===== config.mk =====
export PLATFORM = sky130hd
export DESIGN_NAME = dct8q_mac
export DESIGN_NICKNAME = d
export VERILOG_FILES = /design/src/rtl/core/dct8q_pkg.sv /design/src/rtl/core/dct8q_mac.sv
export SDC_FILE = /design/constraint.sdc
export NUM_CORES = 2
export LEC_CHECK = 0
export ABC_AREA = 1
export BUFFER_PORTS_ARGS = -buffer_cell sky130_fd_sc_hd__buf_2
export CAP_MARGIN = 10
export CORE_MARGIN = 2
export CORE_UTILIZATION = 60
export CTS_CLUSTER_SIZE = 20
export DETAILED_ROUTE_END_ITERATION = 8
export PLACE_DENSITY = 0.88
export SYNTH_ARGS = -nofsm -noshare
export SYNTH_HDL_FRONTEND = slang
export SYNTH_SLANG_ARGS = --single-unit

===== constraint.sdc =====
create_clock -name clk -period 5.9 [get_ports clk]
set_input_delay 0.295 -clock clk [delete_from_list [all_inputs] [get_ports clk]]
set_output_delay 0.295 -clock clk [all_outputs]
set_load 0.02 [all_outputs]

===== src/rtl/core/dct8q_pkg.sv =====
// Package for the 8x8 forward DCT quantizer: formats, cosine table, control types.
`timescale 1ns / 1ps
package dct8q_pkg;

  localparam int SAMPLE_WIDTH     = 16;
  localparam int SAMPLE_FRAC_BITS = 8;
  localparam int COEF_FRAC_BITS   = 14;
  localparam int COEF_WIDTH       = 17;
  localparam int ACC_WIDTH        = 56;
  localparam int QPROD_WIDTH      = 39;
  localparam int SCALE_NUM        = 127 << SAMPLE_FRAC_BITS;
  localparam int NUM_WIDTH        = 15;
  localparam int LAST_SLOT        = 28;

  localparam int K0 = 23170;
  localparam int K1 = 32138;
  localparam int K2 = 30274;
  localparam int K3 = 27246;
  localparam int K5 = 18205;
  localparam int K6 = 12540;
  localparam int K7 = 6393;

  localparam int COS_Q16 [64] = '{
    K0,  K0,  K0,  K0,  K0,  K0,  K0,  K0,
    K1,  K3,  K5,  K7, -K7, -K5, -K3, -K1,
    K2,  K6, -K6, -K2, -K2, -K6,  K6,  K2,
    K3, -K7, -K1, -K5,  K5,  K1,  K7, -K3,
    K0, -K0, -K0,  K0,  K0, -K0, -K0,  K0,
    K5, -K1,  K7,  K3, -K3, -K7,  K1, -K5,
    K6, -K2,  K2, -K6, -K6,  K2, -K2,  K6,
    K7, -K5,  K3, -K1,  K1, -K3,  K5, -K7
  };

  typedef logic signed [COEF_WIDTH-1:0] coef_t;

  typedef struct packed {
    logic       valid;
    logic       first;
    logic       last;
    logic [5:0] idx;
  } mac_ctl_t;

  // cosine at COEF_FRAC_BITS, rounded to nearest, ties away from zero
  function automatic coef_t coef_q(input logic [2:0] row, input logic [2:0] col);
    int c;
    int m;
    int sh;
    c  = COS_Q16[{row, col}];
    sh = 16 - COEF_FRAC_BITS;
    m  = (c < 0) ? -c : c;
    if (sh > 0) m = (m + (1 << (sh - 1))) >> sh;
    return coef_t'((c < 0) ? -m : m);
  endfunction

  // coefficient store address of an output slot (slot 0 unused)
  function automatic logic [5:0] slot_addr(input logic [4:0] slot);
    logic [5:0] a;
    if (slot == 5'd0) a = 6'd0;
    else if (slot <= 5'd16) a = 6'(slot - 5'd1);
    else if (slot <= 5'd22) a = {3'(slot - 5'd15), 3'd0};
    else a = {3'(slot - 5'd21), 3'd1};
    return a;
  endfunction

endpackage


===== src/rtl/core/dct8q_mac.sv =====
// Shared multiply-accumulate: 8-term sums, rounded and saturated to 32 bits.
`timescale 1ns / 1ps
module dct8q_mac (
  input  logic                 clk,
  input  logic                 rst_n,
  input  dct8q_pkg::mac_ctl_t  ctl,
  input  logic signed [31:0]   a,
  input  dct8q_pkg::coef_t     b,
  output logic                 res_valid,
  output logic [5:0]           res_idx,
  output logic signed [31:0]   res_val
);
  import dct8q_pkg::*;

  localparam int PW = 32 + COEF_WIDTH;

  mac_ctl_t                    m1_ctl_r;
  logic signed [PW-1:0]        prod_r;
  mac_ctl_t                    m2_ctl_r;
  logic signed [ACC_WIDTH-1:0] acc_r;
  logic signed [ACC_WIDTH-1:0] acc_nxt;
  logic                        res_valid_r;
  logic [5:0]                  res_idx_r;
  logic signed [31:0]          res_val_r;
  logic [ACC_WIDTH-1:0]        mag;
  logic [ACC_WIDTH-1:0]        rmag;
  logic signed [ACC_WIDTH-1:0] rnd;
  logic signed [31:0]          sat;

  assign acc_nxt = m1_ctl_r.first ? ACC_WIDTH'(prod_r) : acc_r + ACC_WIDTH'(prod_r);

  always_comb begin
    mag  = acc_r[ACC_WIDTH-1] ? ACC_WIDTH'(-acc_r) : ACC_WIDTH'(acc_r);
    rmag = (mag + (ACC_WIDTH'(1) << (COEF_FRAC_BITS - 1))) >> COEF_FRAC_BITS;
    rnd  = acc_r[ACC_WIDTH-1] ? -$signed(rmag) : $signed(rmag);
    if (rnd > $signed(ACC_WIDTH'(32'sh7fffffff))) sat = 32'sh7fffffff;
    else if (rnd < -$signed(ACC_WIDTH'(33'sh080000000))) sat = 32'sh80000000;
    else sat = rnd[31:0];
  end

  always_ff @(posedge clk) begin
    if (!rst_n) begin
      m1_ctl_r    <= '0;
      m2_ctl_r    <= '0;
      res_valid_r <= 1'b0;
    end else begin
      m1_ctl_r    <= ctl;
      m2_ctl_r    <= m1_ctl_r.valid ? m1_ctl_r : '0;
      res_valid_r <= m2_ctl_r.valid && m2_ctl_r.last;
    end
    prod_r <= a * b;
    if (m1_ctl_r.valid) acc_r <= acc_nxt;
    res_idx_r <= m2_ctl_r.idx;
    res_val_r <= sat;
  end

  assign res_valid = res_valid_r;
  assign res_idx   = res_idx_r;
  assign res_val   = res_val_r;
endmodule


Yosys cells after proc, flatten, opt, wreduce, memory -nomap -nowiden:

Cells that the tools add are included.

* muxes and demuxes: 5
* reductions and logical operators: 2
* $mul: 1
* magnitude comparators: 2
* add/sub/neg operators: 4

Operators by type and width (count)
* 56-bit two-way mux: 3
* 56-bit by 14-bit adder with 56-bit output (second input constant): 1
* 56-bit by 49-bit adder with 56-bit output: 1
* 56-bit by 32-bit greater-than comparator with 1-bit output (second input constant): 1
* 56-bit by 32-bit < comparator with 1-bit output (second input constant): 1
* 42-bit negator with 56-bit output: 1
* 56-bit negator: 1
* 32-bit by 17-bit multiplier with 49-bit output: 1
* 32-bit two-way mux: 1
* 9-bit two-way mux: 1
* 2-bit AND reduction: 1
* 1-bit logical AND: 1

* bits in registers: 161
* input port bits: 60

Depth between registers and ports, before layout:

* depth after elaboration: 7
* depth in mapped cells: 37
* gate-level depth less buffers: 35

Worst setup path after synthesis:

No wires, ideal clock.

* path kind: input to register
* from: input a[6]
* to: register prod_r[48]
* setup slack: -568 ps
* cell stages on the path: 26
* path buffers: 2
* data arrival time: 6396 ps
* required time: 5828 ps
* path through: clkbuf_1 clkbuf_1 nand2_1 fa_1 inv_1 fa_1 fa_1 fa_1 inv_1 fa_1 inv_1 fa_1 ha_1 a21oi_1 a21boi_0 o21ai_0 a21boi_0 o21ai_0 a21boi_0 o21ai_0 nand2_1 nand2_1 nand3_1 nand3_1 a21oi_1 xnor2_1

* word-level cells in the longest chain between the ends: 1

Ends and longest elaborated chain
* from (decl): line dct8q_mac.sv:7 `input logic signed [31:0] a,`
* 32-bit by 17-bit multiplier with 49-bit output: line dct8q_mac.sv:51 `prod_r <= a * b;`
* to (signal assigned): line dct8q_mac.sv:51
* to (decl): line dct8q_mac.sv:18 `logic signed [PW-1:0] prod_r;`

Every way passes these cells.
A chain may end at the register's enable or synchronous reset.

Worst setup path after layout:

* from: input a[5]
* to: register prod_r[46]

Same word-level chain as after synthesis.

==> metrics.md <==
| Metric | Value |
|---|---|
| Max clock buf depth | 2 |
| Die Y | 236 um |
| Mux cell area share after synthesis | 0% |
| Worst slew margin | 37.4% |
| CTS tree | done |
| TritonCTS Sinks | 161 |
| RSZ-0062 raised after global routing | yes |
| CP required | 6.28 ns |
| Fillers | 4230 |
| Die W | 236 um |
| Max Cap Viol | 0 |
| CTS Buf Count | 17 |
| Main synth FF type | dfxtp_1 |
| Worst-path clk slew | 0.07 ns |
| NumNets Final | 5416 |
| Routed WL | 84.5 mm |
| Simple-Gate Fraction of Synth Area | 27.1% |
| I/O Buffers | 98 |
| Vias in the first global route | 30025 |
| Drt via density | 5.38 |
| Sequential share of the synthesized area | 11.8% |
| Worst min path class | in -> reg |
| # DRC | 1 |
| Clk_lat worst skew | 0.47 ns |
| Synthesized cell area | 32200 um2 |
| Crit start category | primary input |
| Finish-stage setup viols | 0 |
| Syn avg cell area | 7.17 um2 |
| Fmax | 0.176 GHz |
| Worst-Margin Slew | 0.936 ns |
| Dominant combinational cell family by area after synthesis | adder cells |
| Worst Slack Setup Final | 0.234 ns |
| DP HPWL | 70.5 mm |
| Synth Register Bits | 161 |
| GPL Wtd Cong | 0.968 |
| Final period util | 96.0% |
| Initial Util | 61.0% |
| Initial antenna violation count | 1 |
| Antenna diode count | 0 |
| Die area | 55500 um2 |
| Syn Inst Count | 4483 |
| Post-Syn Nets | 5237 |
| Core area | 52800 um2 |
| Failing checks | DRC |
| 1st-pass router iterations | 8 |
| Crit Path Max Fanout | 8 |
| P&R area growth vs syn | 9.77% |
| Setup Skew | 0.0241 ns |
| WL/cell | 15.7 um |
| Worst Setup Path Type | in -> reg |
| Synth cell types | 49 |
| Post-CTS setup buffer count | 0 |
| Yosys warns | 0 |
| Vias | 28849 |
| Number of flops mapped to enable cells by yosys | 56 |
| Pre-CTS WS | -0.465 ns |
| Synth Area in Adders | 39.2% |
| Status | finished with violations |
| Io pins | 99 |
| Post-synthesis xor/xnor area fraction | 2.72% |
| Crit path capture type | flop |
| Max-slew violations | 0 |
| Post-route minimum period | 5.67 ns |
| Starting DRT DRC Count | 2286 |
| Clock root cell | clkbuf_16 |
| H-tree depth | 4 |
| Largest net degree at the start of global routing | 58 |
| Layout cell share with drive strength beyond 1 | 11.4% |
| Antenna Violating Nets Remaining | 0 |
| First-pass GRT wire length | 141 mm |
| Critical path arrival | 6.05 ns |
| Hold Fails Final Rpt | 0 |
| GRT Total Usage | 31.3% |
| Gr ovfl total | 0 |
| Asr flop ratio synth | 0% |
| Post-synthesis compound-gate area fraction | 5.02% |
| Cell Rows | 84 |
[Yosys cell counts (4+ instances only)]
library cell | instances | area (um2)
or2_2 | 57 | 357
dfxtp_1 | 105 | 2100
nand2_4 | 8 | 90.1
nand2_2 | 42 | 263
o211ai_1 | 6 | 45.0
o21a_1 | 5 | 37.5
edfxtp_1 | 56 | 1680
xnor2_1 | 38 | 333
ha_1 | 172 | 2150
buf_6 | 6 | 67.6
o21ai_0 | 67 | 335
nand3_2 | 12 | 120
nand3_1 | 171 | 856
fa_1 | 522 | 10500
a31oi_1 | 35 | 219
nand2_1 | 1329 | 4990
xor2_1 | 60 | 526
inv_2 | 8 | 30.0
inv_1 | 1040 | 3900
nor2_4 | 13 | 146
a211oi_1 | 5 | 37.5
nand4_1 | 30 | 188
nor2_1 | 307 | 1150
o21ai_1 | 9 | 45.0
o21bai_1 | 7 | 52.6
buf_4 | 4 | 30.0
nor3_1 | 15 | 75.1
a21boi_0 | 11 | 82.6
nor4_1 | 5 | 31.3
nor2_2 | 27 | 169
buf_2 | 7 | 35.0
nand3b_1 | 18 | 135
clkbuf_1 | 128 | 480
a21oi_1 | 129 | 646
[critical path: stages]
cell	delay, ns
clkbuf_4	0.21
nand2_1	0.10
fa_1	0.57
inv_1	0.08
fa_1	0.45
fa_1	0.48
fa_1	0.53
inv_1	0.07
fa_1	0.56
inv_1	0.07
fa_1	0.52
ha_4	0.31
a21oi_2	0.07
a21boi_2	0.17
o21ai_1	0.24
a21boi_2	0.12
o31ai_1	0.32
nand2_1	0.08
nand2_1	0.09
nand2_1	0.05
nand2_1	0.09
nand3_1	0.15
o221ai_1	0.21
xor2_1	0.18
[worst paths after layout]
| kind | start | to | cells after the start | slack (ns) |
|---|---|---|---|---|
| worst max register to register | acc_r[0]$_DFFE_PP_ | acc_r[48]$_DFFE_PP_ | 23 | 1.38 |
| worst min-delay path | ctl[3] | m1_ctl_r[3]$_SDFF_PN0_ | 3 | 0.03 |
| worst max-delay path | a[5] | prod_r[46]$_DFF_P_ | 24 | 0.23 |
| worst min register to register | m2_ctl_r[5]$_SDFF_PN0_ | res_idx[5]$_DFF_P_ | 0 | 0.33 |
[state kept, by name, indices dropped and copies added, names as in the netlist]
signal / flops
res_idx: 6
res_val: 32
acc_r: 56
prod_r: 49
res_valid: 1
m2_ctl_r: 8
m1_ctl_r: 9
[through the flow]
stage	instances	utilization, %	TNS, ns	area [um2]	hold slack [ns]
after CTS	5363	66.7	0	35200	0.0106
final	5363	66.9	0	35300	0.0282
after global routing	5363	66.9	-0.259	35300	0.0259
after global placement	5329	65.6	-2.15	34600	0.310
after detailed placement	5329	65.6	-6.41	34600	0.314
after floorplan	4483	-	-0.0280	32200	0.310
[layout by cell type, fill, tap and decap left out, drive strengths merged, types with 6 or more instances in the layout]
| master | n |
|---|---|
| nand2 | 1379 |
| inv | 1058 |
| fa | 522 |
| nor2 | 350 |
| buf | 299 |
| nand3 | 186 |
| ha | 172 |
| a21oi | 129 |
| dfxtp | 105 |
| o21ai | 76 |
| xor2 | 61 |
| or2 | 57 |
| edfxtp | 56 |
| xnor2 | 38 |
| a31oi | 35 |
| nand4 | 30 |
| clkbuf | 25 |
| nand3b | 18 |
| nor3 | 16 |
| a21boi | 11 |
| o21bai | 7 |
| o211ai | 6 |
[routing by layer]
| metal | global-route usage (%) | part of all wire (%) | routed length, um |
|---|---|---|---|
| met1 | 36.9 | 38 | 31900 |
| met2 | 56.1 | 49 | 41500 |
| met3 | 4.88 | 7.8 | 6590 |
| met4 | 14.4 | 5.3 | 4520 |
| met5 | 0 | 0 | 0 |
[cells by family after synthesis]
family	count (synthesis)
AO/OA/AOI/OAI	287
XOR/XNOR	99
adder cells (fa/ha/maj)	694
buffers and inverters	1198
flip-flops	161
AND/OR/NAND/NOR	2044
[final cells by class]
cell class / instances / area [um2] / area share, %
Clock buffer: 18 / 450 / 1.28
Clock inverter: 14 / 135 / 0.383
Tap cell: 688 / 861 / 2.44
Sequential cell: 161 / 3790 / 10.7
Timing Repair Buffer: 308 / 2250 / 6.37
Inverter: 1050 / 3940 / 11.2
Multi-Input combinational cell: 3124 / 23900 / 67.6
[what timing repair did]
item	CTS	global route
setup endpoints to repair	6	17
pin swaps	1	3
hold buffers	2	0
resized for setup	3	30
hold endpoints to repair	2	0
Power is left out: the tool's default activity adds up to more than one toggle a clock period on the data nets, which glitch-free logic cannot reach.
